## src/design/sai_pkg.sv

```systemverilog
// Shared types, mode codes and saturating arithmetic for the interval overlap unit.
package sai_pkg;

  typedef logic signed [47:0] val_t;

  localparam val_t VAL_MAX = 48'sh7FFF_FFFF_FFFF;
  localparam val_t VAL_MIN = 48'sh8000_0000_0000;

  localparam logic [3:0] MODE_AXIS   = 4'd0;
  localparam logic [3:0] MODE_OFFSET = 4'd1;
  localparam logic [3:0] MODE_POINT  = 4'd2;
  localparam logic [3:0] MODE_BOXMIN = 4'd3;
  localparam logic [3:0] MODE_BOXMAX = 4'd4;
  localparam logic [3:0] MODE_CENTER = 4'd5;
  localparam logic [3:0] MODE_HALF   = 4'd6;
  localparam logic [3:0] MODE_ROT0   = 4'd7;
  localparam logic [3:0] MODE_ROT1   = 4'd8;
  localparam logic [3:0] MODE_ROT2   = 4'd9;

  // Interval tracker controls
  typedef struct packed {
    logic widen;
    logic emit;
    logic side;
  } ivl_ctl_t;

  function automatic val_t sext32(logic [31:0] v);
    sext32 = {{16{v[31]}}, v};
  endfunction

  // a + b or a - b, saturated to 48 bits
  function automatic val_t sat_add(val_t a, val_t b, logic sub);
    logic [48:0] s;
    if (sub) begin
      s = {a[47], a} - {b[47], b};
    end else begin
      s = {a[47], a} + {b[47], b};
    end
    if (s[48] != s[47]) begin
      sat_add = s[48] ? VAL_MIN : VAL_MAX;
    end else begin
      sat_add = s[47:0];
    end
  endfunction

endpackage

```

## src/design/sai_interval.sv

```systemverilog
// Per-side projection intervals, overlap check and registered result.
module sai_interval
  import sai_pkg::*;
(
  input  logic     clk_i,
  input  logic     rst_ni,
  input  ivl_ctl_t ctl_i,
  input  val_t     value_i,
  output logic     valid_o,
  output logic     overlap_o,
  output val_t     first_low_o,
  output val_t     first_high_o,
  output val_t     second_low_o,
  output val_t     second_high_o
);

  logic [1:0] seen_q;
  logic       valid_q;
  val_t       low_q  [2];
  val_t       high_q [2];
  logic       ovl_q;
  val_t       f_lo_q, f_hi_q, s_lo_q, s_hi_q;

  logic both;
  logic ovl;

  assign both = seen_q[0] && seen_q[1];
  assign ovl  = both && (high_q[0] >= low_q[1]) && (high_q[1] >= low_q[0]);

  always_ff @(posedge clk_i or negedge rst_ni) begin
    if (!rst_ni) begin
      seen_q  <= '0;
      valid_q <= 1'b0;
    end else begin
      valid_q <= ctl_i.emit;
      if (ctl_i.emit) begin
        seen_q <= '0;
      end else if (ctl_i.widen) begin
        seen_q[ctl_i.side] <= 1'b1;
      end
    end
  end

  always_ff @(posedge clk_i) begin
    if (ctl_i.widen) begin
      if (!seen_q[ctl_i.side]) begin
        low_q[ctl_i.side]  <= value_i;
        high_q[ctl_i.side] <= value_i;
      end else begin
        if (value_i < low_q[ctl_i.side])  low_q[ctl_i.side]  <= value_i;
        if (value_i > high_q[ctl_i.side]) high_q[ctl_i.side] <= value_i;
      end
    end
    if (ctl_i.emit) begin
      ovl_q  <= ovl;
      f_lo_q <= both ? low_q[0]  : '0;
      f_hi_q <= both ? high_q[0] : '0;
      s_lo_q <= both ? low_q[1]  : '0;
      s_hi_q <= both ? high_q[1] : '0;
    end
  end

  assign valid_o       = valid_q;
  assign overlap_o     = ovl_q;
  assign first_low_o   = f_lo_q;
  assign first_high_o  = f_hi_q;
  assign second_low_o  = s_lo_q;
  assign second_high_o = s_hi_q;

endmodule

```

## config.mk

```make
export PLATFORM = sky130hd
export DESIGN_NAME = sai_interval
export DESIGN_NICKNAME = d
export VERILOG_FILES = /design/src/design/sai_pkg.sv /design/src/design/sai_interval.sv
export SDC_FILE = /design/constraint.sdc
export NUM_CORES = 1
export LEC_CHECK = 0
export BUFFER_PORTS_ARGS = -buffer_cell sky130_fd_sc_hd__buf_2
export CAP_MARGIN = 40
export CORE_AREA = 2 2 191 193
export DETAILED_ROUTE_END_ITERATION = 10
export DIE_AREA = 0 0 193 195
export GPL_TIMING_DRIVEN = 0
export PLACE_DENSITY = 0.76
export SETUP_SLACK_MARGIN = 0.02
export SLEW_MARGIN = 20
export SYNTH_ARGS = -nofsm -noshare
export SYNTH_HDL_FRONTEND = slang
export SYNTH_SLANG_ARGS = --single-unit
export TNS_END_PERCENT = 100
```

## constraint.sdc

```tcl
create_clock -name clk_i -period 4.7 [get_ports clk_i]
set_input_delay 0.47 -clock clk_i [delete_from_list [all_inputs] [get_ports clk_i]]
set_output_delay 0.47 -clock clk_i [all_outputs]
set_load 0.1 [all_outputs]
```

==> metrics.log <==
[metrics] remaining max-slew budget at the tightest pin: 0.362
[metrics] proportion of total power due to net switching: 0.288
[metrics] DR vias/cell: 5.74
[metrics] placed cell areas: 0.0204 mm^2
[metrics] WP data arrival: 4.35 ns
[metrics] post-synthesis cell type count: 50
[metrics] met2 wirelength from detailed routing: 22.5 mm
[metrics] DRT iter0 DRCs: 887
[metrics] gate count of the mapped netlist: 1332
[metrics] outcome: completed
[metrics] layout overhead on the synthesized area: 18.3%
[metrics] fraction of the yosys area taken by sequential cells: 0.635
[metrics] uppermost signal routing layer after detailed routing: met5
[metrics] maximum number of buffers from clock root to sink: 3
[metrics] initial antenna violation count: 7
[metrics] die span in x: 193 um
[metrics] Clk Tree Root Cell: clkbuf_16
[metrics] fraction of layout instances using a drive strength above 1: 0.194
[metrics] number of storage elements in the synthesis netlist: 388
[metrics] total global routing track utilization: 0.254
[metrics] final layout net count: 1877
[metrics] routed wire length on met3: 3.91 mm
[metrics] clock network latency to the later pin of the worst-skew pair: 0.54 ns
[metrics] power density cells: 403 mW/mm^2
[metrics] total power consumption of the routed design: 8.74 mW
[metrics] total detailed-routing wirelength: 48.2 mm
[metrics] EDFF count, synth: 385
[metrics] synthesized area per cell: 13.8 um^2
[metrics] DP Wirelength: 35.3 mm
[metrics] net count after synthesis: 1576
[metrics] final hold violation count: 0
[metrics] initial standard-cell utilization of the core: 0.518
[metrics] Internal Pwr Total: 6.22 mW
[metrics] Worst setup SP type: input port
[metrics] area of the core: 0.0354 mm^2
[metrics] TritonCTS clock tree: built
[metrics] input/output buffers: 246
[metrics] clock-pin slew reported for the worst setup and hold paths after clock tree synthesis: 0.06 ns
[metrics] part of the power in the clock network: 0.353
[metrics] cell area after layout: 0.0217 mm^2
[metrics] clk sink count: 388
[metrics] final-report setup violation count: 0
[metrics] Reg power frac: 0.475
[metrics] Synth area leaders: edfxtp_1 63%, ha_1 13%, mux2i_1 5.2%, and3_1 3.3%, nor2_1 2.4%
[metrics] RD Place Congestion: 0.894
[metrics] H-Tree Depth: 2
[metrics] number of max-slew violations in the final report: 0
[metrics] largest net degree at the start of global routing: 88
[metrics] share of the clock period used by the worst path: 0.876
[metrics] grt total ovfl: 0
[metrics] worst vdd ir: 0.258 mV
[metrics] f_max: 0.243 GHz
[metrics] vias after detailed routing: 12200
[metrics] worst endpoint required time: 4.93 ns
[metrics] metal1 wirelength: 20.0 mm
[metrics] top cell type by total area after synthesis: edfxtp_1
[metrics] post-synth top area share: 0.631
[metrics] final routed DRC violation total: 0
[metrics] final clock skew: 0.0197 ns
[metrics] fin util: 0.613
[metrics] via count of the first global-routing pass: 12200
[metrics] post-route ant nets: 0
[metrics] Most used DFF post-synth: edfxtp_1
[metrics] reported leakage power: 9.79 nW
[metrics] routed wire length per instance: 22.7 um
[metrics] Num CTS Buffers: 40
[metrics] I/O pin total: 247
[metrics] unrepaired setup endpoints after global routing: false
[metrics] power share of the combinational group: 0.172
[metrics] minimum clock period: 4.12 ns
[metrics] Setup TNS: 0 ns
[metrics] die height: 195 um
[metrics] critical path capture point type: register
[metrics] startpoint-to-endpoint class of the critical path: in -> reg
[metrics] hold crit path type: in -> reg
[metrics] net switching power of the design: 2.52 mW
[metrics] post-synthesis instance area: 0.0183 mm^2
[metrics] post-synthesis async set-or-reset flop share: 0.00773
[metrics] number of max-capacitance violations reported: 0
[metrics] total number of yosys warnings: 0
[metrics] row cnt: 69
[metrics] slew at the pin with the worst max-slew slack: 0.955 ns
[metrics] 1st-pass router iterations: 5
[metrics] first-pass GRT wire length: 70.9 mm
[metrics] highest net fanout along the worst path: 22
[metrics] total die area: 0.0376 mm^2
[worst paths after layout]
kind | start | to | slack (ns) | depth (start not counted)
max | ctl_i[0] | low_q[1][25] | 0.58 | 13
max in group asynchronous | rst_ni | seen_q[0] | 4.28 | 2
min reg2reg | low_q[0][41] | first_low_o[41] | 0.61 | 2
min in group asynchronous | rst_ni | seen_q[1] | 0.28 | 2
max reg2reg | low_q[1][25] | low_q[1][25] | 0.97 | 10
min | value_i[23] | low_q[1][23] | 0.20 | 1
[logic make-up after synthesis]
kind of cell,count (synthesis),share of synthesized area
muxes,97,0.0530
buffers and inverters,154,0.0317
xor gates and xnor gates,1,0.000478
AOI/OAI and AO/OA,160,0.0538
and+or+nand+nor,341,0.0959
DFF,388,0.635
adders and majority gates,191,0.130
[worst max-delay path, cell delays in order]
cell      delay [ns]
buf_2           0.29
clkbuf_2        0.39
buf_2           0.45
mux2i_1         0.27
ha_1            0.32
nand4_1         0.23
nor4_1          0.12
a221oi_1        0.39
nand4_1         0.13
o211ai_1        0.20
mux2_1          0.42
nor2_4          0.38
buf_12          0.26
[cells in the mapped netlist (2+ instances only)]
master    number
and2_1         2
o21ai_1        4
nor3_1         8
a31oi_1        2
ha_1         191
nor2b_1        9
a211o_1        3
nand3b_1       2
and4_1         7
nand3_1       13
o211ai_1       4
inv_1        111
o31ai_1        3
clkbuf_1      41
a22oi_1        3
a21oi_1       70
nand2_1       41
a211oi_1       5
o21ai_0       24
mux2i_1       96
a21o_1        21
o22ai_1        3
a221o_1        3
buf_2          2
nand4_1       32
nor4_1         4
dfrtp_1        3
or4_1          2
nor2_1       116
edfxtp_1     385
a221oi_1       7
and3_1        97
[sequential cells by signal (all words and copies together), names as in the netlist]
register	cells
seen_q	2
first_high_o	48
low_q	96
second_high_o	48
valid_o	1
overlap_o	1
first_low_o	48
second_low_o	48
high_q	96
[routing by layer]
metal,up-vias,track usage
met1,5919,0.345
met5,-,0
met3,109,0.0537
met2,543,0.400
met4,4,0.102
li1,5629,-
[placed cells by master (no fill, tap or decap), types with 13 or more instances in the layout]
cell and count:
inv_1 111, nand3_1 13, a21o_1 21, o21ai_0 24
nand4_1 32, clkbuf_1 48, mux2i_1 96, ha_1 191
nand2_1 41, and3_1 97, a21oi_1 70, nor2_1 114
buf_2 247, edfxtp_1 385, clkbuf_16 41
[cell type report]
| cell class | instances | area (um^2) |
|---|---|---|
| clock buffers | 52 | 1070 |
| flip-flops and latches | 388 | 11600 |
| inverters | 111 | 417 |
| plain buffers | 42 | 164 |
| well taps | 461 | 577 |
| repair buffers | 260 | 1490 |
| fillers | 2702 | 13700 |
| multi-input cells | 790 | 6150 |
| diodes | 5 | 12.5 |
| clock inverters | 18 | 178 |
[through the flow]
step / std cells / hold slack [ns] / worst slack [ns]
4_1_cts: 2121 / 0.176 / 0.118
3_5_place_dp: 2048 / 0.291 / -1.05
6_report: 2127 / 0.196 / 0.583
2_1_floorplan: 1332 / 0.174 / -0.258
3_3_place_gp: 2039 / 0.283 / -2.48
5_1_grt: 2126 / 0.185 / 0.319
[what timing repair did]
action,CTS,global route
resized for setup,3,0
pin swaps,1,0
endpoints found under the hold margin,3,0
hold buffers,1,0
endpoints found under the setup margin,96,41
setup buffers,2,0
[power groups by stage]
stage	Clock (mW)	Sequential, mW	Combinational [mW]
after floorplan	0	4.71	0.524
after global placement	0	4.24	1.40
after detailed placement	0	4.22	1.48
after CTS	3.12	4.15	1.50
after global routing	3.26	4.17	1.61
final	3.08	4.15	1.51
Note: power is estimated with default switching activity, not from simulation.
