--- config.mk ---
export PLATFORM = sky130hd
export DESIGN_NAME = sai_mulq
export DESIGN_NICKNAME = d
export VERILOG_FILES = /design/src/design/sai_pkg.sv /design/src/design/sai_mulq.sv
export SDC_FILE = /design/constraint.sdc
export NUM_CORES = 2
export LEC_CHECK = 0
export ABC_AREA = 1
export BUFFER_PORTS_ARGS = -buffer_cell sky130_fd_sc_hd__buf_4
export CORE_ASPECT_RATIO = 0.9
export CORE_MARGIN = 5
export CORE_UTILIZATION = 26
export CTS_CLUSTER_SIZE = 8
export DETAILED_ROUTE_END_ITERATION = 8
export GPL_TIMING_DRIVEN = 0
export HOLD_SLACK_MARGIN = 0.02
export PLACE_DENSITY_LB_ADDON = 0.05
export SYNTH_ARGS = -nofsm -noshare
export SYNTH_HDL_FRONTEND = slang
export SYNTH_SLANG_ARGS = --single-unit
--- constraint.sdc ---
create_clock -name clk_i -period 11.3 [get_ports clk_i]
set_input_delay 0.565 -clock clk_i [delete_from_list [all_inputs] [get_ports clk_i]]
set_output_delay 0.565 -clock clk_i [all_outputs]
set_load 0.05 [all_outputs]
--- src/design/sai_pkg.sv ---
// Shared types, mode codes and saturating arithmetic for the interval overlap unit.
package sai_pkg;

  typedef logic signed [47:0] val_t;

  localparam val_t VAL_MAX = 48'sh7FFF_FFFF_FFFF;
  localparam val_t VAL_MIN = 48'sh8000_0000_0000;

  localparam logic [3:0] MODE_AXIS   = 4'd0;
  localparam logic [3:0] MODE_OFFSET = 4'd1;
  localparam logic [3:0] MODE_POINT  = 4'd2;
  localparam logic [3:0] MODE_BOXMIN = 4'd3;
  localparam logic [3:0] MODE_BOXMAX = 4'd4;
  localparam logic [3:0] MODE_CENTER = 4'd5;
  localparam logic [3:0] MODE_HALF   = 4'd6;
  localparam logic [3:0] MODE_ROT0   = 4'd7;
  localparam logic [3:0] MODE_ROT1   = 4'd8;
  localparam logic [3:0] MODE_ROT2   = 4'd9;

  // Interval tracker controls
  typedef struct packed {
    logic widen;
    logic emit;
    logic side;
  } ivl_ctl_t;

  function automatic val_t sext32(logic [31:0] v);
    sext32 = {{16{v[31]}}, v};
  endfunction

  // a + b or a - b, saturated to 48 bits
  function automatic val_t sat_add(val_t a, val_t b, logic sub);
    logic [48:0] s;
    if (sub) begin
      s = {a[47], a} - {b[47], b};
    end else begin
      s = {a[47], a} + {b[47], b};
    end
    if (s[48] != s[47]) begin
      sat_add = s[48] ? VAL_MIN : VAL_MAX;
    end else begin
      sat_add = s[47:0];
    end
  endfunction

endpackage

--- src/design/sai_mulq.sv ---
// Shared Q16.16 multiplier: 48x32 product in two 25x32 passes, floor >> 16, saturate to 48.
module sai_mulq
  import sai_pkg::*;
(
  input  logic        clk_i,
  input  logic        rst_ni,
  input  logic        start_i,
  input  val_t        c_i,
  input  logic [31:0] a_i,
  output logic        done_o,
  output val_t        res_o
);

  typedef enum logic [1:0] {M_IDLE, M_LO, M_HI, M_SAT} mstate_e;

  mstate_e            state_q;
  logic               done_q;
  val_t               c_q;
  logic signed [31:0] a_q;
  logic signed [79:0] acc_q;
  val_t               res_q;

  logic signed [24:0] mcand;
  logic signed [56:0] prod;
  logic signed [79:0] prod_ext;
  logic               ovf;

  // low pass uses the unsigned bottom 24 bits, high pass the signed top 24 bits
  assign mcand    = (state_q == M_LO) ? $signed({1'b0, c_q[23:0]})
                                      : $signed({c_q[47], c_q[47:24]});
  assign prod     = mcand * a_q;
  assign prod_ext = {{23{prod[56]}}, prod};
  assign ovf      = !((&acc_q[79:63]) || !(|acc_q[79:63]));

  always_ff @(posedge clk_i or negedge rst_ni) begin
    if (!rst_ni) begin
      state_q <= M_IDLE;
      done_q  <= 1'b0;
    end else begin
      done_q <= 1'b0;
      case (state_q)
        M_IDLE: begin
          if (start_i) state_q <= M_LO;
        end
        M_LO:  state_q <= M_HI;
        M_HI:  state_q <= M_SAT;
        M_SAT: begin
          state_q <= M_IDLE;
          done_q  <= 1'b1;
        end
        default: state_q <= M_IDLE;
      endcase
    end
  end

  always_ff @(posedge clk_i) begin
    case (state_q)
      M_IDLE: begin
        if (start_i) begin
          c_q <= c_i;
          a_q <= a_i;
        end
      end
      M_LO: acc_q <= prod_ext;
      M_HI: acc_q <= acc_q + (prod_ext <<< 24);
      M_SAT: begin
        if (ovf) begin
          res_q <= acc_q[79] ? VAL_MIN : VAL_MAX;
        end else begin
          res_q <= acc_q[63:16];
        end
      end
      default: ;
    endcase
  end

  assign done_o = done_q;
  assign res_o  = res_q;

endmodule

==> impl_results.rst <==
.. list-table::
   :header-rows: 1

   * - Metric
     - Value
   * - Status
     - completed
   * - Maximum clock rate
     - a little over 90 MHz
   * - Worst hold start
     - a_i[20]
   * - Critical Path Start
     - state_q[1]$_DFFE_PN0P_
   * - Cell area after synthesis
     - around 0.04 mm²
   * - Final cell count without fillers
     - 6961
   * - HPWL reported at the end of detailed placement
     - 153.5 mm
   * - Worst-path cell with the longest stage delay
     - fa_2
   * - Detailed router's first-iteration violation count
     - roughly 2500
   * - Detailed-route via count
     - ~32000
   * - Global-route wire length before repair
     - between 200 and 300 mm
   * - Clock tree buffer depth
     - 2
   * - CP Max Fanout
     - 10
   * - Number of unique standard cell types used by synthesis
     - 47
   * - Peak per-stage delay on the critical path
     - slightly above 0.7 ns
   * - Setup violations, final
     - 0
   * - Port Buf Inserts
     - 131
   * - Core Rows
     - 136
   * - Minimum clock period after layout
     - approximately 11 ns
   * - Share of the yosys chip area belonging to registers
     - about 15%
   * - Worst endpoint data arrival time
     - roughly 11 ns
   * - EDFF count, synth
     - 192
   * - Kind of end point of the critical path
     - flip-flop
   * - Average size of a mapped cell
     - 8.379 µm²
   * - Total gr overflow
     - 0
   * - TritonCTS clock tree
     - yes
   * - Proportion of register bits with asynchronous set or reset after synthesis
     - under 10%
   * - Number of hold violations in the final report
     - 0
   * - Total cell area at the placement stage
     - around 0.044 mm²
   * - Via count of the first global-routing pass
     - 34390
   * - WL per Instance
     - between 20 and 30 µm
   * - DRC
     - 0
   * - Die Outline Area
     - 0.1612 mm²
   * - Finished Core Util
     - between 20% and 30%
   * - Setup crit start kind
     - flip-flop
   * - Max-slew headroom
     - between 20% and 30%
   * - Synthesized flop and latch total
     - about 200
   * - Antenna-violating nets left
     - 0
   * - Post-Syn Nets
     - 5877
   * - Start-to-end type of the worst setup path
     - flip-flop to flip-flop
   * - Synth Warn #
     - 0
   * - Largest clock skew in the final design
     - between 0.04 and 0.05 ns
   * - Final RePlAce weighted congestion
     - 0.9156
   * - Fill cell count
     - around 17000
   * - Worst r2r src
     - state_q[1]$_DFFE_PN0P_
   * - Final WL
     - ~180 mm
   * - Placed Cells incl. Taps
     - around 6900
   * - Pin count of the biggest net entering global routing
     - 61
   * - Fraction of layout instances using a drive strength above 1
     - about 8.8%
   * - Global-route usage over all layers
     - about 22%
   * - Final Instance Area
     - ~0.045 mm²
   * - Initial antenna violation count
     - 15
   * - Req. time, crit path
     - ~12 ns
   * - Via-to-Cell Ratio
     - 4.621
   * - H-Tree Depth
     - 4
   * - # IOs
     - 132
   * - Worst min path class
     - input pin to flip-flop
   * - CTS buffer count
     - 17
   * - CTS clock-pin slew for the worst setup and hold paths
     - 0.12 ns
   * - Max-slew violation count
     - 0
   * - Most numerous cell on the critical path
     - inv_1
   * - Clock sink count
     - ~200
   * - First-pass iteration count of the detailed router
     - 6
   * - Final period utilization
     - between 90% and 100%
   * - Area growth from synthesis to layout
     - 13.10%
   * - Max-cap violations
     - 0
   * - Synthesized netlist cell count
     - 4756
   * - NumNets Final
     - a little over 6000
   * - Measured slew at the worst slew-check pin
     - about 1.2 ns
   * - Initial Util
     - 26.14%
   * - Later-pin clock latency in the skew report
     - 0.57 ns
   * - RSZ-0062 raised after global routing
     - false
   * - Root buffer cell
     - clkbuf_16
   * - Die height
     - ~380 µm
   * - DIE WIDTH
     - around 420 µm
   * - Most used DFF post-synth
     - edfxtp_1
   * - Standard cell core area
     - between 0.15 and 0.2 mm²
routing by layer:
metal | up-vias | global-route usage, % | part of all wire, %
li1 | 14530 | - | -
met1 | 16700 | 33.59 | 49
met5 | - | 0 | 0.0073
met3 | 108 | 2.639 | 5.2
met4 | 2 | 4.547 | 2.0
met2 | 818 | 34.29 | 44
worst max-delay path: cells and delay by family, from the launching register on:
family                     cells  cell delay (ns)
AOI/OAI and AO/OA              4             0.81
xor gates and xnor gates       1             0.32
adders and majority gates     10             5.01
buffers and inverters         11             1.57
DFF                            1             0.41
and+or+nand+nor               13             2.42
area by class of cell:
cell class                 instances  area, µm²  area share (%)
tap                             2001       2504           5.555
antenna                            2      5.005         0.01110
timing repair buffer             173       1411           3.131
sequential                       195       5841           12.96
clock buffer                      17      425.4          0.9438
inverter                        1134       4309           9.561
multi-input combinational       3272      29670           65.83
clock inverter                    15      188.9          0.4192
buffer                           152      715.7           1.588
synthesized netlist by cell type (all sizes together) (14+ instances only):
library cell / instances / share of area [%]
a21o: 14 / 0.26
a21oi: 156 / 2.0
a31oi: 20 / 0.33
buf: 29 / 0.34
clkbuf: 126 / 1.2
edfxtp: 192 / 14
fa: 820 / 41
ha: 218 / 6.8
inv: 1123 / 11
nand2: 881 / 8.4
nand3: 126 / 1.7
nand4: 21 / 0.33
nor2: 625 / 5.9
nor3: 27 / 0.38
o21ai: 198 / 2.6
o21bai: 19 / 0.36
or2: 31 / 0.49
xnor2: 30 / 0.66
xor2: 40 / 0.88
sequential cells by signal (all words and copies together) (netlist names):
| name | cells |
|---|---|
| a_q | 32 |
| acc_q | 64 |
| c_q | 48 |
| done_o | 1 |
| res_o | 48 |
| state_q | 2 |
cell usage in the layout (no fill, tap or decap), types with 8 or more instances in the layout:
master      count
inv_1        1097
nand2_1       867
fa_1          816
nor2_1        612
ha_1          209
edfxtp_1      192
buf_4         167
o21ai_0       164
a21oi_1       149
nand3_1       118
clkbuf_1       78
clkbuf_2       29
or2_2          29
xor2_1         24
xnor2_1        24
nand4_1        21
nor3_1         19
buf_1          18
o21bai_1       18
a31oi_1        17
clkbuf_16      17
inv_2          16
o21ai_2        15
nand2_2        14
a21o_1         14
nor2_2         12
o21ai_1        12
and2_1         11
clkbuf_4        9
clkinvlp_4      9
buf_2           8
xor2_4          8
xor2_2          8
nand3b_1        8
path summary, 6_finish.rpt:
kind | to | slack, ns | cells after the start
min in group asynchronous | done_o$_DFF_PN0_ | 0.37 | 2
max in group asynchronous | state_q[1]$_DFFE_PN0P_ | 10.84 | 2
worst min-delay path | a_q[20]$_DFFE_PP_ | 0.16 | 1
worst min register to register | res_o[7]$_DFFE_PP_ | 0.62 | 2
worst max-delay path | acc_q[76]$_DFFE_PP_ | 0.48 | 39
worst max register to register | acc_q[76]$_DFFE_PP_ | 0.48 | 39
what timing repair did:
action | 4_1_cts | 5_1_grt
pin swaps | 3 | 5
setup buffers | 21 | 11
endpoints found under the setup margin | 40 | 32
hold buffers | 1 | 0
gates resized for setup | 115 | 80
endpoints found under the hold margin | 3 | 0
stage by stage:
| step | TNS [ns] | hold WS, ns | setup slack (ns) |
|---|---|---|---|
| floorplan | 0 | 0.2694 | 2.250 |
| global placement | -69.63 | 0.3590 | -2.596 |
| detailed placement | -55.35 | 0.3568 | -2.492 |
| CTS | -0.1452 | 0.1020 | -0.05098 |
| global route | 0 | 0.1260 | 0.07328 |
| finish | 0 | 0.1553 | 0.4761 |
cell families after synthesis:
group	after synthesis	share of synthesized area (%)
fa+ha+maj	1038	48.04
xor+xnor	70	1.538
compound gates	419	5.777
flops	195	14.66
simple gates	1745	17.78
buf+inv	1289	12.21
Power is left out: the tool's default activity adds up to more than one toggle a clock period on the data nets, which glitch-free logic cannot reach.
